$ cat src/spn27_pkg.sv
`default_nettype none
// ---------------------------------------------------------------------------
// spn27_pkg
// Shared widths, function codes, stage record and round functions of the
// 27-bit SPN block cipher core.
// ---------------------------------------------------------------------------
package spn27_pkg;

   // round count and field widths
   localparam int ROUND_COUNT = 56;
   localparam int BLOCK_W     = 27;
   localparam int KEY_W       = 45;
   localparam int SEL_W       = 18;
   localparam int SLOT_W      = 6;
   localparam int FUNC_W      = 2;
   localparam int GROUP_COUNT = 9;
   localparam int PERM_SPAN   = 26;
   localparam int PERM_STRIDE = 3;

   // function codes
   localparam logic [FUNC_W-1:0] FUNC_LOAD    = 2'd0;
   localparam logic [FUNC_W-1:0] FUNC_ENCRYPT = 2'd1;
   localparam logic [FUNC_W-1:0] FUNC_DECRYPT = 2'd2;

   // swap selector codes
   localparam logic [1:0] SWAP_NONE  = 2'd0;
   localparam logic [1:0] SWAP_01    = 2'd1;
   localparam logic [1:0] SWAP_12    = 2'd2;
   localparam logic [1:0] SWAP_02    = 2'd3;

   // 3-bit S-box and its inverse
   localparam logic [2:0] SBOX_FWD [0:7] = '{3'd0, 3'd1, 3'd3, 3'd6, 3'd7, 3'd4, 3'd5, 3'd2};
   localparam logic [2:0] SBOX_INV [0:7] = '{3'd0, 3'd1, 3'd7, 3'd2, 3'd5, 3'd6, 3'd3, 3'd4};

   // one pipeline stage: valid travels with the block and the direction
   typedef struct packed {
      logic               valid;
      logic               dec;
      logic [BLOCK_W-1:0] blk;
   } stage_type;

   // string position p is bit BLOCK_W-1-p; the last position stays put
   function automatic logic [BLOCK_W-1:0] perm_fwd(input logic [BLOCK_W-1:0] x);
      logic [BLOCK_W-1:0] r;
      r = '0;
      for (int i = 0; i < PERM_SPAN; i++) begin
         r[BLOCK_W-1-((PERM_STRIDE*i) % PERM_SPAN)] = x[BLOCK_W-1-i];
      end
      r[0] = x[0];
      return r;
   endfunction

   function automatic logic [BLOCK_W-1:0] perm_inv(input logic [BLOCK_W-1:0] x);
      logic [BLOCK_W-1:0] r;
      r = '0;
      for (int i = 0; i < PERM_SPAN; i++) begin
         r[BLOCK_W-1-i] = x[BLOCK_W-1-((PERM_STRIDE*i) % PERM_SPAN)];
      end
      r[0] = x[0];
      return r;
   endfunction

   // keyed swaps inside each 3-bit group; each swap is its own inverse
   function automatic logic [BLOCK_W-1:0] keyed_swap(input logic [BLOCK_W-1:0] x,
                                                     input logic [SEL_W-1:0] sel);
      logic [BLOCK_W-1:0] r;
      logic [2:0]         c;
      logic [1:0]         s;
      r = '0;
      for (int g = 0; g < GROUP_COUNT; g++) begin
         c = x[BLOCK_W-1-3*g -: 3];
         s = sel[SEL_W-1-2*g -: 2];
         case (s)
            SWAP_NONE: r[BLOCK_W-1-3*g -: 3] = c;
            SWAP_01:   r[BLOCK_W-1-3*g -: 3] = {c[1], c[2], c[0]};
            SWAP_12:   r[BLOCK_W-1-3*g -: 3] = {c[2], c[0], c[1]};
            SWAP_02:   r[BLOCK_W-1-3*g -: 3] = {c[0], c[1], c[2]};
            default:   r[BLOCK_W-1-3*g -: 3] = c;
         endcase
      end
      return r;
   endfunction

   function automatic logic [BLOCK_W-1:0] sub_fwd(input logic [BLOCK_W-1:0] x);
      logic [BLOCK_W-1:0] r;
      r = '0;
      for (int g = 0; g < GROUP_COUNT; g++) begin
         r[BLOCK_W-1-3*g -: 3] = SBOX_FWD[x[BLOCK_W-1-3*g -: 3]];
      end
      return r;
   endfunction

   function automatic logic [BLOCK_W-1:0] sub_inv(input logic [BLOCK_W-1:0] x);
      logic [BLOCK_W-1:0] r;
      r = '0;
      for (int g = 0; g < GROUP_COUNT; g++) begin
         r[BLOCK_W-1-3*g -: 3] = SBOX_INV[x[BLOCK_W-1-3*g -: 3]];
      end
      return r;
   endfunction

endpackage
`default_nettype wire

$ cat src/spn27_stage.sv
`default_nettype none
// ---------------------------------------------------------------------------
// spn27_stage
// One registered round of the cipher pipeline; the direction bit picks the
// forward round or the inverse round.
// ---------------------------------------------------------------------------
module spn27_stage (
   input  wire logic                     clock,
   input  wire logic                     reset,
   input  wire logic                     advance,
   input  wire spn27_pkg::stage_type     stage_in,
   input  wire logic [spn27_pkg::KEY_W-1:0] key_enc,
   input  wire logic [spn27_pkg::KEY_W-1:0] key_dec,
   output spn27_pkg::stage_type          stage_ff
);
   import spn27_pkg::*;

   logic [BLOCK_W-1:0] enc_blk;
   logic [BLOCK_W-1:0] dec_blk;
   logic [BLOCK_W-1:0] blk_in;

   // forward round: xor, permute, swap, substitute
   always_comb begin
      enc_blk = stage_in.blk ^ key_enc[KEY_W-1:SEL_W];
      enc_blk = perm_fwd(enc_blk);
      enc_blk = keyed_swap(enc_blk, key_enc[SEL_W-1:0]);
      enc_blk = sub_fwd(enc_blk);
   end

   // inverse round: substitute, swap, permute, xor
   always_comb begin
      dec_blk = sub_inv(stage_in.blk);
      dec_blk = keyed_swap(dec_blk, key_dec[SEL_W-1:0]);
      dec_blk = perm_inv(dec_blk);
      dec_blk = dec_blk ^ key_dec[KEY_W-1:SEL_W];
   end

   assign blk_in = stage_in.dec ? dec_blk : enc_blk;

   // stage register; only valid is reset
   always_ff @(posedge clock) begin
      if (reset) begin
         stage_ff.valid <= 1'b0;
      end else if (advance) begin
         stage_ff.valid <= stage_in.valid;
         stage_ff.dec   <= stage_in.dec;
         stage_ff.blk   <= blk_in;
      end
   end

endmodule
`default_nettype wire

$ cat config.mk
export PLATFORM = sky130hd
export DESIGN_NAME = spn27_stage
export DESIGN_NICKNAME = d
export VERILOG_FILES = /design/src/spn27_pkg.sv /design/src/spn27_stage.sv
export SDC_FILE = /design/constraint.sdc
export NUM_CORES = 1
export LEC_CHECK = 0
export ABC_CLOCK_PERIOD_IN_PS = 3500
export BUFFER_PORTS_ARGS = -buffer_cell sky130_fd_sc_hd__buf_2
export CAP_MARGIN = 20
export CORE_MARGIN = 8
export CORE_UTILIZATION = 51
export CTS_CLUSTER_SIZE = 20
export DETAILED_ROUTE_END_ITERATION = 8
export PLACE_DENSITY = 0.82
export SKIP_LAST_GASP = 1
export SYNTH_ARGS = -nofsm -noshare
export SYNTH_HDL_FRONTEND = slang
export SYNTH_SLANG_ARGS = --single-unit
$ cat constraint.sdc
create_clock -name clock -period 3.5 [get_ports clock]
set_input_delay 1.05 -clock clock [delete_from_list [all_inputs] [get_ports clock]]
set_output_delay 1.05 -clock clock [all_outputs]
set_load 0.02 [all_outputs]
Yosys cells after proc, flatten, opt, wreduce, memory -nomap -nowiden
Memory sizes are Yosys's and may differ from the RTL's.
Index checks and enable logic that the tools add are counted.
{"block": "totals", "regBits": 29, "rom_bits": 432, "output_inout_bits": 29, "elab_cells": 188, "n_memories": 18}
{"block": "classes", "n_lt_le_gt_ge": 18, "n_eq_ne": 54, "muxes": 55, "bitwise": 21, "reduce_logical": 19}
{"name": "(name not given)", "words": 8, "width": 3, "rd": 1, "rd_ports_with_merged_regs": 0, "wr": 0, "line_no": "spn27_pkg.sv:97", "rtl": "r[BLOCK_W-1-3*g -: 3] = SBOX_INV[x[BLOCK_W-1-3*g -: 3]];"}
{"name": "(name not given)", "words": 8, "width": 3, "rd": 1, "rd_ports_with_merged_regs": 0, "wr": 0, "line_no": "spn27_pkg.sv:97"}
{"name": "(name not given)", "words": 8, "width": 3, "rd": 1, "rd_ports_with_merged_regs": 0, "wr": 0, "line_no": "spn27_pkg.sv:97"}
{"name": "(name not given)", "words": 8, "width": 3, "rd": 1, "rd_ports_with_merged_regs": 0, "wr": 0, "line_no": "spn27_pkg.sv:97"}
{"name": "(name not given)", "words": 8, "width": 3, "rd": 1, "rd_ports_with_merged_regs": 0, "wr": 0, "line_no": "spn27_pkg.sv:97"}
{"name": "(name not given)", "words": 8, "width": 3, "rd": 1, "rd_ports_with_merged_regs": 0, "wr": 0, "line_no": "spn27_pkg.sv:97"}
{"name": "12 more memories"}
{"cell": "$pmux 3 s4", "count": 18}
{"cell": "$mux 3", "count": 36}
{"cell": "$eq 2x2->1 const B", "count": 36}
{"cell": "$ge 4x4->1 const B", "count": 18}
{"cell": "$not 3->4", "count": 18}
{"cell": "$xor 27x27->27", "count": 2}
{"cell": "$eq 2x1->1 const B", "count": 18}
{"cell": "$logic_not 2->1", "count": 18}
{"cell": "$mux 27", "count": 1}
{"cell": "$reduce_and 2->1", "count": 1}
{"cell": "$not 1->1", "count": 1}

Depth between registers and ports, before layout
Gate-level depths: netlist of the first run.
{"block": "logic_depth", "ltp_word": 7, "mapped_depth": 10}

Worst setup path after synthesis of the first run
No wires, ideal clock.
{"block": "synth_path", "path_type": "input -> register", "startpoint": "input port key_enc[25] in the netlist's numbering", "endpoint": "register stage_ff[22] in the netlist's numbering (data pin)", "setup_time_ns": 0.130, "t_arrival_ns": 2.822, "required_ns": 3.370, "path_slack_ns": 0.548, "cell_stages": 8, "n_path_buf": 0, "cell_sequence": "xnor2_1 > mux2_2 > o21ai_0 > ha_1 > mux2i_1 > mux2i_1 > a2111oi_0 > a21o_1"}
{"block": "synth_between", "elab_chain_cells": 7}
{"element": "from (decl)", "line_no": "spn27_stage.sv:12", "rtl": "input wire logic [spn27_pkg::KEY_W-1:0] key_enc,"}
{"element": "$xor 27x27->27", "line_no": "spn27_stage.sv:24", "rtl": "enc_blk = stage_in.blk ^ key_enc[KEY_W-1:SEL_W];"}
{"element": "$pmux 3 s4", "line_no": "spn27_pkg.sv:73", "rtl": "case (s)"}
{"element": "$not 3->4 (not written as such)", "line_no": "spn27_pkg.sv:88", "rtl": "r[BLOCK_W-1-3*g -: 3] = SBOX_FWD[x[BLOCK_W-1-3*g -: 3]];"}
{"element": "$mem_v2 8x3"}
{"element": "$mux 3 (not written as such) (2 in series)", "line_no": "spn27_pkg.sv:88"}
{"element": "$mux 27", "line_no": "spn27_stage.sv:38", "rtl": "assign blk_in = stage_in.dec ? dec_blk : enc_blk;"}
{"element": "via blk_in[22]", "line_no": "spn27_stage.sv:20", "rtl": "logic [BLOCK_W-1:0] blk_in;"}
{"element": "to (decl)", "line_no": "spn27_stage.sv:14", "rtl": "output spn27_pkg::stage_type stage_ff"}
The timed path passes the listed nets, and every way through them passes these cells. The select of a mux whose other input is x is not followed.
A chain may end at the register's enable or synchronous reset.

Worst setup path in the final report of the first run
{"block": "layout_path", "startpoint": "input port stage_in[13] in the netlist's numbering", "endpoint": "register stage_ff[13] in the netlist's numbering (data pin)"}
{"block": "layout_between", "elab_chain_cells": 7, "word_cells_on_any_way": 13, "classes_between": "mux: 7; bitwise: 4; memory: 2"}
{"element": "from (decl)", "line_no": "spn27_stage.sv:11", "rtl": "input wire spn27_pkg::stage_type stage_in,"}
{"element": "$xor 27x27->27 or $not 3->4 (tied branches)", "line_no": "spn27_stage.sv:24, spn27_pkg.sv:97"}
{"element": "$pmux 3 s4 or $mem_v2 8x3 (tied branches)"}
{"element": "$not 3->4 (not written as such) or $mux 3 (tied branches)", "line_no": "spn27_pkg.sv:88, spn27_pkg.sv:97"}
{"element": "$mem_v2 8x3 or $mux 3 (tied branches)"}
{"element": "$mux 3 (not written as such) or $pmux 3 s4 (tied branches)", "line_no": "spn27_pkg.sv:88, spn27_pkg.sv:73"}
{"element": "$mux 3 (not written as such) or $xor 27x27->27 (tied branches)", "line_no": "spn27_pkg.sv:88, spn27_stage.sv:35"}
{"element": "$mux 27 (*)", "line_no": "spn27_stage.sv:38"}
{"element": "via blk_in[13]", "line_no": "spn27_stage.sv:20"}
The timed path passes the listed nets; every way through them passes the cells marked *. The select of a mux whose other input is x is not followed.

==> results.md, run 1 <==
* Die Ht at 112.9 um
* Class of the worst hold path: reg -> reg
* Fin. max-slew vios at 0
* Starting Density at 0.5211
* YS warnings at 0
* Peak VDD IR at 0.0001189 V
* Commonest cells after routing, fill and taps aside: buf_2, mux2i_1, xnor2_1
* DRC Markers at 0
* Critical Path End: stage_ff[13]$_DFFE_PP_
* PortBufs at 150
* Post-CTS Repair Setup Buffers at 0
* Status: complete, no violations
* Cell count after synthesis at 522
* CP startpoint: stage_in[13]
* Synth unique cells at 52
* Largest net degree at the start of global routing at 29
* CP top delay family: compound AO/OA/AOI/OAI gates
* CP bufs+invs at 2
* Aggregate global routing overflow at 0
* Gp weighted congestion at 0.9031
* Regs by FF count: stage_ff (29)
* Row count at 35
* Slew headroom at 0.4153
* Antenna Violating Nets Remaining at 0
* Synth-to-Final Area Change at 19.27%
* Die Area at 12750 um2
* CP max stage cell: a2111oi_0
* Power per cell area at 283.8 nW/um2
* Final WS setup at 561.8 ps
* Max-cap check violation count at 0
* Core area at 9196 um2
* Reg with most FFs: stage_ff
* Place WS at 288.0 ps
* Post-synth ARST share at 0
* First-pass GRT wire length at 21850 um
* Setup_tns at 0 ps
* R2r setup slk at 2900 ps
* Share of layout cells above drive strength 1 at 0.3359
* Clock root buffer: clkbuf_8
* Post-route minimum period at 2938 ps
* Post-synth EDFFs at 28
* Flop and latch count out of synthesis at 29
* All-layer global routing usage at 0.2064
* CTS tree: yes
* Hold_buf cts at 0
* CP arrival at 3100 ps
* CTS sink count at 29
* Commonest non-fill, non-tap cell in the layout: buf_2
* Reg2reg start: stage_ff[28]$_SDFFE_PP0P_
* Worst slew pin tran at 875.2 ps
* Routed via count at 4469
* Average size of a mapped cell at 9.180 um2
* Largest register FFs at 29
* # nets final at 820
* R2R depth at 2
* Setup Skew at 0 ps
* Sequential share of the synthesized area at 0.1796
* Post-CTS sizing at 0
* Crit end category: register
* Cell Chain, Critical Path: buf_2 -> xor2_1 -> mux2i_1 -> o21ai_0 -> ha_1 -> inv_1 -> o22ai_1 -> a2111oi_0 -> a21o_1
* Die Wd at 112.9 um
* Overall Power at 1.622 mW
* Initial DRC count at 370
* Final setup fails at 0
* Final hold violations at 0
* Drt first pass iters at 5
* CP Class: in -> reg
* Number of global-route vias before repair at 4621
* Via density at 5.789
* H-tree depth at 2
* CTS Buf Count at 5
* RR Endpoint: stage_ff[28]$_SDFFE_PP0P_
* CP peak stage delay at 420 ps
* Worst-path clk slew at 80 ps
* Final WL at 13360 um
* RSZ-0062 raised after global routing: no
* CP Max Fanout at 6
* Number of I/O pins at 151
* Fmax achieved at 0.3403 GHz
* DPL Wire Length at 11070 um
* Syn Std Cell Area at 4792 um2
* Critical Path RT at 3670 ps
* Clk_lat worst skew at 290 ps
* Syn nets at 682
* Drt wl/cell at 17.31 um
* Top FF cell, synth: edfxtp_1
* Tcrit/Tclk final at 0.8395
* Initial antenna violation count at 0
* Fillers at 791
* Clock buffer depth at 2
* Kind of start point of the critical path: primary input
* Static leakage at 2.602 nW
* Critical Path Stages at 9
* Ant. Diodes at 0
==> stage by stage <==
stage | hold WS [ps] | util | instance area, um2 | std cells
after floorplan | 578.8 | - | 4792 | 522
after global placement | 468.4 | 0.6127 | 5634 | 764
after detailed placement | 525.2 | 0.6127 | 5634 | 764
after CTS | 540.7 | 0.6215 | 5715 | 772
after global routing | 576.4 | 0.6215 | 5715 | 772
final | 532.9 | 0.6215 | 5715 | 772
==> final cells by class <==
cell class / instances / area [um2] / area share
clock buffer: 5 / 68.82 / 0.01204
clock inverter: 3 / 12.51 / 0.002189
inverter: 34 / 127.6 / 0.02233
multi-input combinational: 433 / 3704 / 0.6480
sequential: 29 / 860.8 / 0.1506
tap: 111 / 138.9 / 0.02430
timing repair buffer: 157 / 803.3 / 0.1405
==> synth_stat cells (6+ instances only) <==
| cell | instances | area, um2 |
|---|---|---|
| a21oi_1 | 31 | 155.2 |
| a31oi_1 | 7 | 43.79 |
| clkbuf_1 | 23 | 86.33 |
| edfxtp_1 | 28 | 840.8 |
| ha_1 | 38 | 475.5 |
| inv_1 | 34 | 127.6 |
| mux2_2 | 27 | 304.0 |
| mux2i_1 | 56 | 560.5 |
| mux4_2 | 23 | 518.0 |
| nand2_1 | 36 | 135.1 |
| nand3_1 | 7 | 35.03 |
| nor2_1 | 30 | 112.6 |
| nor2b_1 | 6 | 37.54 |
| nor3_1 | 10 | 50.05 |
| nor3b_1 | 6 | 45.04 |
| o211ai_1 | 9 | 67.56 |
| o21ai_0 | 28 | 140.1 |
| xnor2_1 | 40 | 350.3 |
| xor2_1 | 24 | 210.2 |
==> worst min path at each step <==
| stage | start | to | slack, ps | cells past startpoint |
|---|---|---|---|---|
| after global placement | stage_ff[28]$_SDFFE_PP0P_ | stage_ff[28]$_SDFFE_PP0P_ | 470 | 2 |
| after floorplan | stage_ff[28]$_SDFFE_PP0P_ | stage_ff[28]$_SDFFE_PP0P_ | 580 | 2 |
| after CTS | stage_ff[28]$_SDFFE_PP0P_ | stage_ff[28]$_SDFFE_PP0P_ | 540 | 2 |
| after global routing | stage_ff[28]$_SDFFE_PP0P_ | stage_ff[28]$_SDFFE_PP0P_ | 580 | 2 |
| after detailed placement | stage_ff[28]$_SDFFE_PP0P_ | stage_ff[28]$_SDFFE_PP0P_ | 530 | 2 |
| final | stage_ff[28]$_SDFFE_PP0P_ | stage_ff[28]$_SDFFE_PP0P_ | 530 | 2 |
==> routing by layer <==
metal,share of wire,vias to the layer above,global-route usage
li1,-,2201,-
met1,0.41,2093,0.2389
met2,0.51,155,0.3751
met3,0.063,20,0.04526
met4,0.018,0,0.05417
met5,0,-,0
==> report_power, final <==
group / leakage [nW] / switching [mW] / total [mW] / internal [mW]
clock: 0.0430 / 0.148 / 0.282 / 0.134
combinational: 2.29 / 0.481 / 0.893 / 0.412
sequential: 0.271 / 0.0116 / 0.446 / 0.435
total: 2.60 / 0.641 / 1.62 / 0.981
==> worst min-delay path: cells and delay by family, from the launching register on <==
| family | cells | cell delay (ps) |
|---|---|---|
| DFF | 1 | 340 |
| and+or+nand+nor | 1 | 90 |
| muxes | 1 | 70 |
==> cells by family (layout without fill, tap and decap cells) <==
group	after synthesis	after routing	synth area share
adders and majority gates	38	38	0.09922
buffers and inverters	60	199	0.04908
AOI/OAI and AO/OA	111	111	0.1467
muxes	108	108	0.2971
DFF	29	29	0.1796
and+or+nand+nor	112	112	0.1112
xor gates and xnor gates	64	64	0.1170
(Power assumes the default switching activity.)
==> inputs of run 2 (changes only) <==
--- a/config.mk
+++ b/config.mk
@@ -5,14 +5,15 @@
 export SDC_FILE = /design/constraint.sdc
 export NUM_CORES = 1
 export LEC_CHECK = 0
-export ABC_CLOCK_PERIOD_IN_PS = 3500
+export ABC_AREA = 1
+export ABC_CLOCK_PERIOD_IN_PS = 2500
 export BUFFER_PORTS_ARGS = -buffer_cell sky130_fd_sc_hd__buf_2
 export CAP_MARGIN = 20
 export CORE_MARGIN = 8
-export CORE_UTILIZATION = 51
+export CORE_UTILIZATION = 48
 export CTS_CLUSTER_SIZE = 20
 export DETAILED_ROUTE_END_ITERATION = 8
-export PLACE_DENSITY = 0.82
+export PLACE_DENSITY = 0.8
 export SKIP_LAST_GASP = 1
 export SYNTH_ARGS = -nofsm -noshare
 export SYNTH_HDL_FRONTEND = slang
==> constraint.sdc (replaced) <==
create_clock -name clock -period 2.5 [get_ports clock]
set_input_delay 0.75 -clock clock [delete_from_list [all_inputs] [get_ports clock]]
set_output_delay 0.75 -clock clock [all_outputs]
set_load 0.02 [all_outputs]
==> run 2 against run 1 <==
  * Via count grew 31%
  * Core utilization fell by 3.6 points
  * Die area increased by 7.6%
  * Count of clock-buffer cells in the layout grew 1
  * Global-route usage hardly changed
  * Synthesized area increased by 2.5%
  * Synthesized cell count increased by 67%
  * Wire length is 4.5% higher
==> results.md, run 2 <==
* Status: complete, no violations
* CTS tree: yes
* Sequential share of the synthesized area at 0.1752
* H-tree depth at 2
* Setup Skew at 0 ps
* Post-route minimum period at 2077 ps
* Share of the synthesized area in the top cell type at 0.2150
* Ant. Diodes at 0
* Row count at 37
* Number of global-route vias before repair at 5356
* Critical Path RT at 2540 ps
* Worst slew pin tran at 874.1 ps
* Kind of start point of the critical path: primary input
* Clock root buffer: clkbuf_8
* DPL Wire Length at 12050 um
* Register Area at 860.8 um2
* Number of I/O pins at 151
* Synth unique cells at 27
* Static leakage at 3.621 nW
* CP arrival at 2110 ps
* Post-synth ARST share at 0
* Comb pwr share at 0.485
* Peak VDD IR at 0.0002505 V
* Tcrit/Tclk final at 0.8309
* Post-CTS sizing at 0
* Cell Area, Placed at 5827 um2
* Area of the multi-input gates at 3358 um2
* Synth-to-Final Area Change at 20.78%
* Fin. max-slew vios at 0
* Syn Std Cell Area at 4912 um2
* Cell count after synthesis at 874
* Net Sw Power at 0.8458 mW
* Initial DRC count at 336
* Most numerous cell in the Yosys netlist: nand2_1
* Min Hold Slack at 459.3 ps
* Largest register FFs at 29
* Clk_lat worst skew at 270 ps
* Hold_buf cts at 0
* Top FF cell, synth: edfxtp_1
* Post-synth EDFFs at 28
* Clk pwr share at 0.226
* Design area at 5933 um2
* Reg power frac at 0.289
* Routed via count at 5874
* Final setup fails at 0
* # nets final at 1188
* Reg with most FFs: stage_ff
* Area leader, netlist: nand3_1
* Average size of a mapped cell at 5.620 um2
* Regs by FF count: stage_ff (29)
* Syn nets at 1034
* Final hold violations at 0
* Die Area at 13730 um2
* Largest cells by area after synthesis: nand3_1, nand2_1, edfxtp_1
* Setup_tns at 0 ps
* Gp weighted congestion at 0.9195
* Starting Density at 0.4845
* Share of layout cells above drive strength 1 at 0.1866
* Slew headroom at 0.4167
* Fmax achieved at 0.4814 GHz
* CTS sink count at 29
* CP Max Fanout at 3
* Drt wl/cell at 11.98 um
* Flop and latch count out of synthesis at 29
* Core area at 10140 um2
* Most frequent cells after synthesis: nand2_1, nand3_1, inv_1
* All-layer global routing usage at 0.2064
* Initial antenna violation count at 0
* Die Wd at 117.2 um
* Largest net degree at the start of global routing at 31
* Aggregate global routing overflow at 0
* Via density at 5.042
* R2R depth at 2
* Post-CTS Repair Setup Buffers at 0
* First-pass GRT wire length at 23140 um
* Worst-path clk slew at 60 ps
* Power per cell area at 356.7 nW/um2
* Cell Int Power at 1.270 mW
* Final WL at 13960 um
* Place WS at 143.5 ps
* Sw frac at 0.3997
* R2r setup slk at 1940 ps
* Drt first pass iters at 5
* Commonest non-fill, non-tap cell in the layout: nand2_1
* CP Class: in -> reg
* Crit end category: register
* Class of the worst hold path: reg -> reg
* DRC Markers at 0
* Fillers at 1045
* Critical Path End: stage_ff[6]$_DFFE_PP_
* Die Ht at 117.2 um
* YS warnings at 0
* Final WS setup at 422.9 ps
* CTS Buf Count at 5
* Clock buffer depth at 2
* Antenna Violating Nets Remaining at 0
* RR Endpoint: stage_ff[28]$_SDFFE_PP0P_
* Max-cap check violation count at 0
* Commonest cells after routing, fill and taps aside: nand2_1, nand3_1, inv_1
* CP startpoint: key_enc[4]
* RSZ-0062 raised after global routing: no
* PortBufs at 150
* Reg2reg start: stage_ff[28]$_SDFFE_PP0P_
[run 2: cell types whose count changed after synthesis, moves of 26 or more]
cell,before,now
xnor2_1,40,1
mux2_2,27,0
a21oi_1,31,2
nor2_1,30,61
inv_1,34,171
nand4_1,1,41
mux2i_1,56,0
nand3_1,7,211
nand2_1,36,264
o21ai_0,28,2
[run 2: worst min-delay path by stage]
| stage | from | to | slack [ps] | cells after the start |
|---|---|---|---|---|
| floorplan | stage_ff[28]$_SDFFE_PP0P_ | stage_ff[28]$_SDFFE_PP0P_ | 530 | 2 |
| global placement | stage_ff[28]$_SDFFE_PP0P_ | stage_ff[28]$_SDFFE_PP0P_ | 450 | 2 |
| finish | stage_ff[28]$_SDFFE_PP0P_ | stage_ff[28]$_SDFFE_PP0P_ | 460 | 2 |
| CTS | stage_ff[28]$_SDFFE_PP0P_ | stage_ff[28]$_SDFFE_PP0P_ | 460 | 2 |
| detailed placement | stage_ff[28]$_SDFFE_PP0P_ | stage_ff[28]$_SDFFE_PP0P_ | 450 | 2 |
| global route | stage_ff[28]$_SDFFE_PP0P_ | stage_ff[28]$_SDFFE_PP0P_ | 500 | 2 |
[run 2: cells by family (layout without fill, tap and decap cells)]
logic type      count (synthesis)  in the layout  share of synthesized area
simple gates                  607            607                     0.5634
buf+inv                       184            339                     0.1416
fa+ha+maj                      38             38                    0.09679
flops                          29             29                     0.1752
compound gates                 13             13                    0.01757
xor+xnor                        3              3                   0.005350
[run 2: critical path, cell delays in order]
cell	delay, ps
buf_2	100
inv_1	60
nor2_1	210
nor2_1	100
nand2_2	70
nand2_2	50
nor2_4	80
inv_1	60
ha_1	320
inv_1	70
nand4_1	90
nand3_1	100
nand2_1	60
[run 2: layout make-up]
cell class,count,area share
flip-flops and latches,29,0.1451
multi-input cells,661,0.5660
well taps,136,0.02868
inverters,179,0.1132
repair buffers,152,0.1291
clock buffers,6,0.01223
clock inverters,2,0.005694
[run 2: routing by layer]
layer  part of all wire  routed length [um]  global-route usage
met5                  0                   0                   0
met4              0.011                 160             0.04352
met2               0.48                6659              0.3595
met1               0.44                6093              0.2618
met3              0.075                1043             0.03284
[run 2: power by group through the flow]
stage	Sequential [mW]	Combinational (mW)	Clock, mW
4_1_cts	0.612	1.03	0.487
3_5_place_dp	0.622	1.02	0
2_1_floorplan	0.678	0.639	0
3_3_place_gp	0.622	1.01	0
5_1_grt	0.616	1.19	0.508
6_report	0.612	1.03	0.479
[run 2: per-stage QoR]
step / utilization / cells / power (mW)
3_5_place_dp: 0.5747 / 1157 / 1.646
5_1_grt: 0.5852 / 1165 / 2.309
6_report: 0.5852 / 1165 / 2.116
2_1_floorplan: - / 874 / 1.317
3_3_place_gp: 0.5747 / 1157 / 1.630
4_1_cts: 0.5852 / 1165 / 2.127
